--- config.mk ---
export PLATFORM = sky130hd
export DESIGN_NAME = linked_pool_fifo
export DESIGN_NICKNAME = d
export VERILOG_FILES = /design/src/hw/rtl/lpf_pkg.sv /design/src/hw/rtl/lpf_ram.sv /design/src/hw/rtl/lpf_ctrl.sv /design/src/hw/rtl/linked_pool_fifo.sv
export SDC_FILE = /design/constraint.sdc
export NUM_CORES = 1
export LEC_CHECK = 0
export ABC_AREA = 1
export BUFFER_PORTS_ARGS = -buffer_cell sky130_fd_sc_hd__buf_4
export CAP_MARGIN = 15
export CORE_MARGIN = 10
export CORE_UTILIZATION = 40
export CTS_CLUSTER_SIZE = 25
export DETAILED_ROUTE_END_ITERATION = 10
export GPL_ROUTABILITY_DRIVEN = 0
export PLACE_DENSITY_LB_ADDON = 0.3
export SLEW_MARGIN = 10
export SYNTH_ARGS = -nofsm -noshare
export SYNTH_HDL_FRONTEND = slang
export SYNTH_SLANG_ARGS = --single-unit
--- constraint.sdc ---
create_clock -name clk -period 10.15 [get_ports clk]
set_input_delay 1.5225 -clock clk [delete_from_list [all_inputs] [get_ports clk]]
set_output_delay 1.5225 -clock clk [all_outputs]
set_load 0.05 [all_outputs]
--- src/hw/rtl/lpf_pkg.sv ---
// lpf_pkg: shared constants, opcodes, state codes and request structs
// for the linked pool fifo; no dependencies
package lpf_pkg;

  // pool geometry; null is the index POOL_DEPTH
  localparam int POOL_DEPTH = 16;
  localparam int ADDR_W     = (POOL_DEPTH > 1) ? $clog2(POOL_DEPTH) : 1;
  localparam int IDX_W      = $clog2(POOL_DEPTH + 1);
  localparam logic [IDX_W-1:0] NIL_SLOT = IDX_W'(POOL_DEPTH);

  // payload widths
  localparam int ID_W    = 16;
  localparam int PRICE_W = 32;
  localparam int DATA_W  = ID_W + PRICE_W;
  localparam int OP_W    = 2;

  localparam logic [ID_W-1:0] EMPTY_ID = ID_W'(9999);

  // output tdata bit positions
  localparam int OUT_EMPTY_BIT = DATA_W;
  localparam int OUT_FULL_BIT  = DATA_W + 1;
  localparam int OUT_DONE_BIT  = DATA_W + 2;
  localparam int OUT_BITS      = DATA_W + 3;
  localparam int OUT_TDATA_W   = ((OUT_BITS + 7) / 8) * 8;

  // opcodes
  localparam logic [OP_W-1:0] OP_ENQ = 2'd0;
  localparam logic [OP_W-1:0] OP_DEQ = 2'd1;
  localparam logic [OP_W-1:0] OP_QRY = 2'd2;

  typedef enum logic [3:0] {
    ST_IDLE = 4'b0001,
    ST_LINK = 4'b0010,
    ST_DATA = 4'b0100,
    ST_DONE = 4'b1000
  } state_t;

  // link memory request
  typedef struct packed {
    logic              wr_en;
    logic [ADDR_W-1:0] wr_addr;
    logic [IDX_W-1:0]  wr_data;
    logic              rd_en;
    logic [ADDR_W-1:0] rd_addr;
  } link_req_t;

  // data memory request
  typedef struct packed {
    logic              wr_en;
    logic [ADDR_W-1:0] wr_addr;
    logic [DATA_W-1:0] wr_data;
    logic              rd_en;
    logic [ADDR_W-1:0] rd_addr;
  } data_req_t;

  // one result item
  typedef struct packed {
    logic               op_done;
    logic               is_full;
    logic               is_empty;
    logic [PRICE_W-1:0] front_price;
    logic [ID_W-1:0]    front_id;
  } result_t;

endpackage

--- src/hw/rtl/lpf_ram.sv ---
// lpf_ram: generic single-write, single-read synchronous ram
// registered read; no dependencies
module lpf_ram #(
  parameter int WIDTH = 8,
  parameter int DEPTH = 16
) (
  input  logic                                        clk,
  input  logic                                        wr_en,
  input  logic [((DEPTH > 1) ? $clog2(DEPTH) : 1)-1:0] wr_addr,
  input  logic [WIDTH-1:0]                            wr_data,
  input  logic                                        rd_en,
  input  logic [((DEPTH > 1) ? $clog2(DEPTH) : 1)-1:0] rd_addr,
  output logic [WIDTH-1:0]                            rd_data
);

  logic [WIDTH-1:0] mem [DEPTH];

  // write port
  always_ff @(posedge clk) begin
    if (wr_en) begin
      mem[wr_addr] <= wr_data;
    end
  end

  // registered read port
  always_ff @(posedge clk) begin
    if (rd_en) begin
      rd_data <= mem[rd_addr];
    end
  end

endmodule

--- src/hw/rtl/lpf_ctrl.sv ---
// lpf_ctrl: sequencer for enqueue, dequeue and query on the slot pool
// depends on lpf_pkg; drives the link and data rams through request structs
module lpf_ctrl
  import lpf_pkg::*;
(
  input  logic               clk,
  input  logic               rst,
  input  logic               in_valid,
  output logic               in_ready,
  input  logic [OP_W-1:0]    in_op,
  input  logic [ID_W-1:0]    in_id,
  input  logic [PRICE_W-1:0] in_price,
  output link_req_t          link_req,
  input  logic [IDX_W-1:0]   link_rd_data,
  output data_req_t          data_req,
  input  logic [DATA_W-1:0]  data_rd_data,
  output logic               res_valid,
  input  logic               res_ready,
  output result_t            res
);

  state_t             state, state_next;
  logic [IDX_W-1:0]   head, head_next;
  logic [IDX_W-1:0]   tail, tail_next;
  logic [IDX_W-1:0]   free_head, free_head_next;
  // slots at or above fill were never handed out: their link is index + 1
  logic [IDX_W-1:0]   fill, fill_next;
  logic [OP_W-1:0]    op_q, op_q_next;
  logic               fresh_q, fresh_q_next;
  logic               done_q, done_q_next;
  logic [ID_W-1:0]    front_id, front_id_next;
  logic [PRICE_W-1:0] front_price, front_price_next;

  logic head_nil, free_nil;
  logic [IDX_W-1:0] free_link;

  assign head_nil  = (head >= NIL_SLOT);
  assign free_nil  = (free_head >= NIL_SLOT);
  assign in_ready  = (state == ST_IDLE);
  assign free_link = fresh_q ? (free_head + IDX_W'(1)) : link_rd_data;

  // sequencer
  always_comb begin
    state_next       = state;
    head_next        = head;
    tail_next        = tail;
    free_head_next   = free_head;
    fill_next        = fill;
    op_q_next        = op_q;
    fresh_q_next     = fresh_q;
    done_q_next      = done_q;
    front_id_next    = front_id;
    front_price_next = front_price;
    link_req         = '0;
    data_req         = '0;
    res_valid        = 1'b0;

    case (state)
      ST_IDLE: begin
        if (in_valid) begin
          op_q_next   = in_op;
          done_q_next = 1'b0;
          state_next  = ST_DONE;
          case (in_op)
            OP_ENQ: begin
              if (!free_nil) begin
                // store item, hook behind tail, fetch next free link
                data_req.wr_en   = 1'b1;
                data_req.wr_addr = free_head[ADDR_W-1:0];
                data_req.wr_data = {in_price, in_id};
                link_req.rd_en   = 1'b1;
                link_req.rd_addr = free_head[ADDR_W-1:0];
                if (head_nil) begin
                  head_next        = free_head;
                  front_id_next    = in_id;
                  front_price_next = in_price;
                end else begin
                  link_req.wr_en   = 1'b1;
                  link_req.wr_addr = tail[ADDR_W-1:0];
                  link_req.wr_data = free_head;
                end
                tail_next    = free_head;
                fresh_q_next = (free_head >= fill);
                done_q_next  = 1'b1;
                state_next   = ST_LINK;
              end
            end
            OP_DEQ: begin
              if (!head_nil) begin
                done_q_next = 1'b1;
                if (head == tail) begin
                  // last item: queue empties, slot goes to free front
                  link_req.wr_en   = 1'b1;
                  link_req.wr_addr = head[ADDR_W-1:0];
                  link_req.wr_data = free_head;
                  free_head_next   = head;
                  head_next        = NIL_SLOT;
                  tail_next        = NIL_SLOT;
                end else begin
                  link_req.rd_en   = 1'b1;
                  link_req.rd_addr = head[ADDR_W-1:0];
                  state_next       = ST_LINK;
                end
              end
            end
            OP_QRY: begin
              done_q_next = 1'b1;
            end
            default: begin
              done_q_next = 1'b0;
            end
          endcase
        end
      end

      ST_LINK: begin
        if (op_q == OP_ENQ) begin
          // advance free list
          free_head_next = free_link;
          if (fresh_q) begin
            fill_next = fill + IDX_W'(1);
          end
          state_next = ST_DONE;
        end else begin
          // unlink head, recycle slot, fetch new front data
          link_req.wr_en   = 1'b1;
          link_req.wr_addr = head[ADDR_W-1:0];
          link_req.wr_data = free_head;
          free_head_next   = head;
          head_next        = link_rd_data;
          data_req.rd_en   = 1'b1;
          data_req.rd_addr = link_rd_data[ADDR_W-1:0];
          state_next       = ST_DATA;
        end
      end

      ST_DATA: begin
        front_id_next    = data_rd_data[ID_W-1:0];
        front_price_next = data_rd_data[DATA_W-1:ID_W];
        state_next       = ST_DONE;
      end

      ST_DONE: begin
        res_valid = 1'b1;
        if (res_ready) begin
          state_next = ST_IDLE;
        end
      end

      default: begin
        state_next = ST_IDLE;
      end
    endcase
  end

  // result view of the current state
  always_comb begin
    res.op_done     = done_q;
    res.is_full     = free_nil;
    res.is_empty    = head_nil;
    res.front_id    = head_nil ? EMPTY_ID : front_id;
    res.front_price = head_nil ? '0 : front_price;
  end

  // control registers
  always_ff @(posedge clk) begin
    if (rst) begin
      state     <= ST_IDLE;
      head      <= NIL_SLOT;
      tail      <= NIL_SLOT;
      free_head <= '0;
      fill      <= '0;
      op_q      <= OP_QRY;
      fresh_q   <= 1'b0;
      done_q    <= 1'b0;
    end else begin
      state     <= state_next;
      head      <= head_next;
      tail      <= tail_next;
      free_head <= free_head_next;
      fill      <= fill_next;
      op_q      <= op_q_next;
      fresh_q   <= fresh_q_next;
      done_q    <= done_q_next;
    end
  end

  // front item cache
  always_ff @(posedge clk) begin
    front_id    <= front_id_next;
    front_price <= front_price_next;
  end

endmodule

--- src/hw/rtl/linked_pool_fifo.sv ---
// linked_pool_fifo: top level with link ram, data ram, sequencer and
// output register; depends on lpf_pkg, lpf_ram and lpf_ctrl
//
// A fifo of (id, price) items kept as a linked list in a pool of
// POOL_DEPTH slots, with a second linked list of free slots.
// Input stream: s_tuser carries the opcode (enqueue, dequeue, query),
// s_tdata carries the item. Each request gives exactly one result on the
// output stream: front item after the request (id 9999, price 0 when the
// queue is empty), empty and full flags, and whether the request took
// effect. An enqueue into a full pool is dropped, a dequeue of an empty
// queue is ignored; both report op_done 0.
// Requests are handled one at a time. A query goes straight from
// acceptance to its result; an enqueue passes through a link step, and a
// dequeue through a link step and then a data step: the link ram read of
// the head, then the data ram read of the new head. A dequeue of the last
// item, a dropped enqueue or an ignored dequeue goes straight to its result.
// The result is loaded into the output register as the sequencer
// finishes; the next request is accepted while it waits there.
// If the receiver stalls, the result holds and the sequencer stops at its
// last step, so a second request waits for room in the output register.
// Reset empties the queue and frees every slot at once; no clearing pass.
module linked_pool_fifo
  import lpf_pkg::*;
(
  input  logic                   clk,
  input  logic                   rst,
  input  logic                   s_tvalid,
  output logic                   s_tready,
  // s_tdata: item_id [15:0], item_price [47:16]
  input  logic [DATA_W-1:0]      s_tdata,
  // s_tuser: opcode [1:0]
  input  logic [OP_W-1:0]        s_tuser,
  output logic                   m_tvalid,
  input  logic                   m_tready,
  // m_tdata: front_id [15:0], front_price [47:16], is_empty [48],
  // is_full [49], op_done [50], zero fill [55:51]
  output logic [OUT_TDATA_W-1:0] m_tdata
);

  link_req_t          link_req;
  data_req_t          data_req;
  logic [IDX_W-1:0]   link_rd_data;
  logic [DATA_W-1:0]  data_rd_data;
  logic               res_valid;
  logic               res_ready;
  result_t            res;

  // next-slot links
  lpf_ram #(
    .WIDTH(IDX_W),
    .DEPTH(POOL_DEPTH)
  ) u_link_ram (
    .clk    (clk),
    .wr_en  (link_req.wr_en),
    .wr_addr(link_req.wr_addr),
    .wr_data(link_req.wr_data),
    .rd_en  (link_req.rd_en),
    .rd_addr(link_req.rd_addr),
    .rd_data(link_rd_data)
  );

  // item payloads
  lpf_ram #(
    .WIDTH(DATA_W),
    .DEPTH(POOL_DEPTH)
  ) u_data_ram (
    .clk    (clk),
    .wr_en  (data_req.wr_en),
    .wr_addr(data_req.wr_addr),
    .wr_data(data_req.wr_data),
    .rd_en  (data_req.rd_en),
    .rd_addr(data_req.rd_addr),
    .rd_data(data_rd_data)
  );

  lpf_ctrl u_ctrl (
    .clk         (clk),
    .rst         (rst),
    .in_valid    (s_tvalid),
    .in_ready    (s_tready),
    .in_op       (s_tuser),
    .in_id       (s_tdata[ID_W-1:0]),
    .in_price    (s_tdata[DATA_W-1:ID_W]),
    .link_req    (link_req),
    .link_rd_data(link_rd_data),
    .data_req    (data_req),
    .data_rd_data(data_rd_data),
    .res_valid   (res_valid),
    .res_ready   (res_ready),
    .res         (res)
  );

  // output register
  assign res_ready = !m_tvalid || m_tready;

  always_ff @(posedge clk) begin
    if (rst) begin
      m_tvalid <= 1'b0;
    end else if (res_ready) begin
      m_tvalid <= res_valid;
    end
  end

  always_ff @(posedge clk) begin
    if (res_valid && res_ready) begin
      m_tdata <= {{(OUT_TDATA_W - OUT_BITS){1'b0}}, res};
    end
  end

endmodule

# ---- Yosys cells after proc, flatten, opt, wreduce, memory -nomap -nowiden
# Memory sizes are Yosys's and may differ from the RTL's. A register that Yosys moved wholly into a read port is not among the register bits.
# Cells that the tools add are included.
dict set report op_classes {
  n_reduce_logical 16
  n_addsub 2
  n_lt_le_gt_ge 3
  n_eq_ne 24
  mux 59
  bitwise 1
}
# op count
set ops {}
lappend ops {{$mux 53} 4}
lappend ops {{$mux 32} 4}
lappend ops {{$mux 5} 17}
lappend ops {{$mux 16} 4}
lappend ops {{$pmux 32 s2} 1}
lappend ops {{$mux 15} 3}
lappend ops {{$pmux 5 s2} 4}
lappend ops {{$pmux 16 s2} 1}
lappend ops {{$mux 10} 3}
lappend ops {{$pmux 15 s2} 1}
lappend ops {{$mux 4} 6}
lappend ops {{$pmux 10 s2} 1}
lappend ops {{$pmux 4 s4} 1}
lappend ops {{$ne 2x2->1 const B} 7}
lappend ops {{$add 5x1->5 const B} 2}
lappend ops {{$ge 5x5->1 const B} 2}
lappend ops {{$ne 2x1->1 const B} 5}
lappend ops {{$reduce_and 5->1} 2}
lappend ops {{$pmux 4 s2} 1}
lappend ops {{$reduce_and 8->1} 1}
lappend ops {{$mux 1} 7}
lappend ops {{$ne 3x2->1 const B} 2}
lappend ops {{$ne 3x3->1 const B} 2}
lappend ops {{$reduce_and 6->1} 1}
lappend ops {{other kinds (19)} 23}
dict set report totals {
  ram_bits 848
  reg_bits 128
  output_inout_bits 58
  memories 2
  in_bits 54
  word_cells 120
}
# name words width read_ports rd_ports_with_merged_regs wr line_no
set mem_list {}
lappend mem_list {u_data_ram.mem 16 48 1 1 1 lpf_ram.sv:16} ;# logic [WIDTH-1:0] mem [DEPTH];
lappend mem_list {u_link_ram.mem 16 5 1 1 1 lpf_ram.sv:16}

# ---- Longest topological paths before layout
dict set report depth {
  ltp_word 8
  ltp_mapped 14
  ltp_nobuf 13
}

# ---- Cells and area by module
# From an unflattened synthesis, not the netlist that was laid out.
dict set report hier_totals {
  hier_cells 4257
  area_unflattened_um2 44544.0
}
# module area_each_um2 n_inst cells_each seq_area_each_um2
set by_module_without_submodules {}
lappend by_module_without_submodules {{lpf_ram (u_data_ram)} 34469.3 1 3165 24503.5}
lappend by_module_without_submodules {lpf_ctrl 4670.7 1 674 2001.9}
lappend by_module_without_submodules {{lpf_ram (u_link_ram)} 3783.6 1 355 2552.4}
lappend by_module_without_submodules {linked_pool_fifo 1620.3 1 63 1551.5}

# ---- Least setup slack after synthesis
# OpenSTA, ideal clock, no wires.
dict set report synth_path {
  kind {input to register}
  startpoint {in s_tuser[1]}
  endpoint {mem u_data_ram.mem[12][0] (netlist bit), enable pin}
  t_arrival_ns 6.995
  path_slack_ns 2.582
  path_buffers 1
  setup_ns 0.572
  path_stages 8
  cell_sequence {nor2_1 -> inv_1 -> nor2_4 -> inv_1 -> nor2_1 -> inv_2 -> clkbuf_1 -> nor4_1}
}
dict set report synth_via {
  elab_chain_cells 6
}
# item line_no
set synth_lines {}
lappend synth_lines {{start, declared} linked_pool_fifo.sv:32} ;# input logic [OP_W-1:0] s_tuser,
lappend synth_lines {{$logic_not 2->1 (*)} lpf_ctrl.sv:64} ;# case (in_op)
lappend synth_lines {{$mux 53 (*)} lpf_ctrl.sv:64}
lappend synth_lines {{$mux 53 (*)} lpf_ctrl.sv:60} ;# if (in_valid) begin
lappend synth_lines {{$mux 53 (*)} lpf_ctrl.sv:58} ;# case (state)
lappend synth_lines {{$mux 1} lpf_ram.sv:20} ;# if (wr_en) begin
lappend synth_lines {{$mux 1 (not written as such)} lpf_ram.sv:21} ;# mem[wr_addr] <= wr_data;
lappend synth_lines {{end, declared} lpf_ram.sv:16}
# Every way passes the cells marked *; elsewhere a longest branch is shown, timed or not.

==> flow_summary.ini <==
[status]
outcome = finished clean

[worst_setup_path]
cp_max_fo = 242
worst-path-stages = 13
max_stage_delay_ns = 0.62
critical_path_arrival_ns = 5.05
timing.critical_path.cells = nor2_4, nand3_4, nor2_4, buf_4, buf_4, nand2_2, inv_8, buf_12, o21ai_0, o21bai_1, o311ai_0, nand3_1, nand2_1
timing_worst_setup_path_type = flop to flop
worstSetupEndpointType = flop
cp_num_buf_inv = 4
setup.worst_path.start_class = flop
count_of_cells_along_the_worst_register_to_register_path = 13
critPathTopFamily = buffers and inverters
worst_path_required_time_ns = 10.69
cp_slowest_cell = sky130_fd_sc_hd__buf_4

[placement]
dp.cells = 4462
port_buffers = 106
dpl.hpwl_um = 52300

[finish]
num-fill-cells = 9083
register_area_um2 = 30600
finalNonFillerCells = 4645
layout.core_utilization_pct = 45.6
diodes = 0
design.final.nets = 3257
multiInputGateArea_um2 = 9200
post_route_cells_drive_above_1_share_pct = 14.7
area_growth_syn_to_layout_pct = 12.8
most-common-layout-cells = 1,000 x sky130_fd_sc_hd__edfxtp_1, 410 x sky130_fd_sc_hd__nor2_1, 336 x sky130_fd_sc_hd__o21ai_0, 205 x sky130_fd_sc_hd__inv_1, 158 x sky130_fd_sc_hd__or2_2
final_common_cell = sky130_fd_sc_hd__edfxtp_1

[sta]
worst-slew-pin-transition_ns = 1.25
final_period_demand_of_the_worst_path_ns = 4.52
slew_headroom_pct = 16.6
fmax_mhz = 221
hold-worst-slack_ns = 0.487
period_share_pct = 44.5
finalMaxSlewViolations = 0
hold_viol_final = 0
fin_tns_setup_ns = 0
rsz0062_at_grt = false
worst_clock_skew_ns = 0.0285
setup_violations = 0

[clock_tree]
numClockSinks = 1029
clock_tree.root_cell = sky130_fd_sc_hd__clkbuf_16
clk_transition_reported_paths_ns = 0.06
post_cts_buffers = 0
cts-root-to-sink-buffers = 3
numCtsBuffers = 99
cts.hold.buffers_added = 0
clock_latency_ns = 0.67
htreeDepth = 3
post_cts_resized = 0
clock_tree_from_tritoncts = done

[drt]
routed_wirelength_um = 100000
wl_per_cell_um = 21.6
postRouteAntennaNets = 0
via_total_after_detailed_routing = 25100
detail_route.iter0.violations = 2268
post_drt_via_cell_ratio = 5.41
drt_pass1_iterations = 5
drc = 0

[hold_path]
worst_hold_path_type = flop to flop
min_path_cells = 2

[grt]
grt_start_max_net_pins = 243
first_global_vias = 24000
grtUsageTotal_pct = 16.6
grt_overflow_total = 0
grt_antenna_before_repair = 1
grt_pass1_wl_um = 150000

[floorplan]
core_um2 = 102000
floorplan.die.height_um = 342
die_width_um = 342
initial_core_util_pct = 40.5
die_area_um2 = 117000
rows = 117
ios = 112

[yosys]
synth.distinct_cells = 42
number_of_enable_flip_flop_cells_after_synthesis = 1000
syn_area_um2 = 41400
number_of_standard_cells_after_synthesis = 3152
post_synthesis_sequential_element_count = 1029
synth.yosys.seq_area_share_pct = 73.9
avgSynthCellArea_um2 = 13.1
yosys_warnings = 0
synthArstFlopShare_pct = 0
synthFlopType = sky130_fd_sc_hd__edfxtp_1

[pwr]
vdd_drop_max_v = 0.000121
power.static_leakage_nw = 16.7
power_per_cell_area_nw_per_um2 = 187

[run]
timing.max_cap.violations = 0
==> flip-flops by register name (all words and copies together) (netlist names) <==
register / flops
u_ctrl.front_id: 16
u_ctrl.tail: 5
u_link_ram.rd_data: 5
u_ctrl.free_head: 5
u_ctrl.fresh_q: 1
u_ctrl.fill: 5
u_ctrl.done_q: 1
m_tvalid: 1
u_ctrl.state: 4
u_ctrl.front_price: 32
u_data_ram.mem: 768
u_link_ram.mem: 80
u_ctrl.op_q: 2
u_data_ram.rd_data: 48
u_ctrl.head: 5
m_tdata: 51
==> layer usage <==
metal	track usage, %	wire (um)	part of all wire [%]	vias to the layer above
met3	2.57	6070	6.1	162
met5	0	0	0	-
met1	23.1	44500	44	12500
met4	5.29	2520	2.5	0
met2	26.5	47000	47	798
li1	-	-	-	11600
==> final cells by class <==
type                    count  share of cell area (%)
repair buffers            143                    2.38
well taps                1368                    3.67
clock buffers             122                    5.65
clock inverters            61                    1.26
multi-input cells        1706                    19.7
inverters                 216                    1.77
flip-flops and latches   1029                    65.6
==> path summary, 6_finish.rpt <==
check,start,to,slack (ns)
hold reg to reg,u_ctrl.tail[0],u_ctrl.tail[0],0.49
hold / removal,u_ctrl.tail[0],u_ctrl.tail[0],0.49
setup reg to reg,u_ctrl.state[3],u_data_ram.rd_data[24],5.63
setup / recovery,u_ctrl.state[3],u_data_ram.rd_data[24],5.63
==> stage by stage <==
stage	instance area [um^2]	setup slack, ns	power [W]
global placement	43500	5.25	0.00516
floorplan	41400	2.58	0.00503
detailed placement	43500	5.01	0.00516
CTS	46700	5.68	0.00879
global route	46700	5.37	0.00899
finish	46700	5.63	0.00871
==> where the power goes <==
group,leakage [nW],switching (W),internal [W],total (W)
registers,10.1,0.0000213,0.00469,0.00472
clock network,1.58,0.00156,0.00208,0.00364
logic,5.04,0.000261,0.0000920,0.000353
total,16.7,0.00184,0.00686,0.00871
==> tightest hold or removal path: cells and delay by family (launching register included) <==
| family | cells | cell delay, ns |
|---|---|---|
| DFF | 1 | 0.32 |
| and+or+nand+nor | 1 | 0.06 |
| AOI/OAI and AO/OA | 1 | 0.05 |
==> Yosys cell counts, types with 71 or more instances <==
master                        n  area, um^2
sky130_fd_sc_hd__o221ai_1    86         753
sky130_fd_sc_hd__clkbuf_1   101         379
sky130_fd_sc_hd__nand2_1    150         563
sky130_fd_sc_hd__nand3_1    147         736
sky130_fd_sc_hd__nor2_1     425        1600
sky130_fd_sc_hd__o211ai_1    71         533
sky130_fd_sc_hd__inv_1      208         781
sky130_fd_sc_hd__o22ai_1     81         507
sky130_fd_sc_hd__edfxtp_1  1000       30000
sky130_fd_sc_hd__o21ai_0    336        1680
sky130_fd_sc_hd__buf_2       87         435
sky130_fd_sc_hd__a21oi_1     74         370
sky130_fd_sc_hd__or2_2      158         988
==> cell families (layout without fill, tap and decap cells) <==
kind of cell | after synthesis | after routing | share of synthesized area, %
other | 1 | 5 | 0.00906
adder cells (fa/ha/maj) | 8 | 8 | 0.242
multiplexers | 12 | 12 | 0.290
buffers and inverters | 421 | 542 | 4.23
XOR/XNOR | 2 | 2 | 0.0423
flip-flops | 1029 | 1029 | 73.9
AND/OR/NAND/NOR | 918 | 918 | 10.1
AO/OA/AOI/OAI | 761 | 761 | 11.2
(Power assumes the default switching activity.)
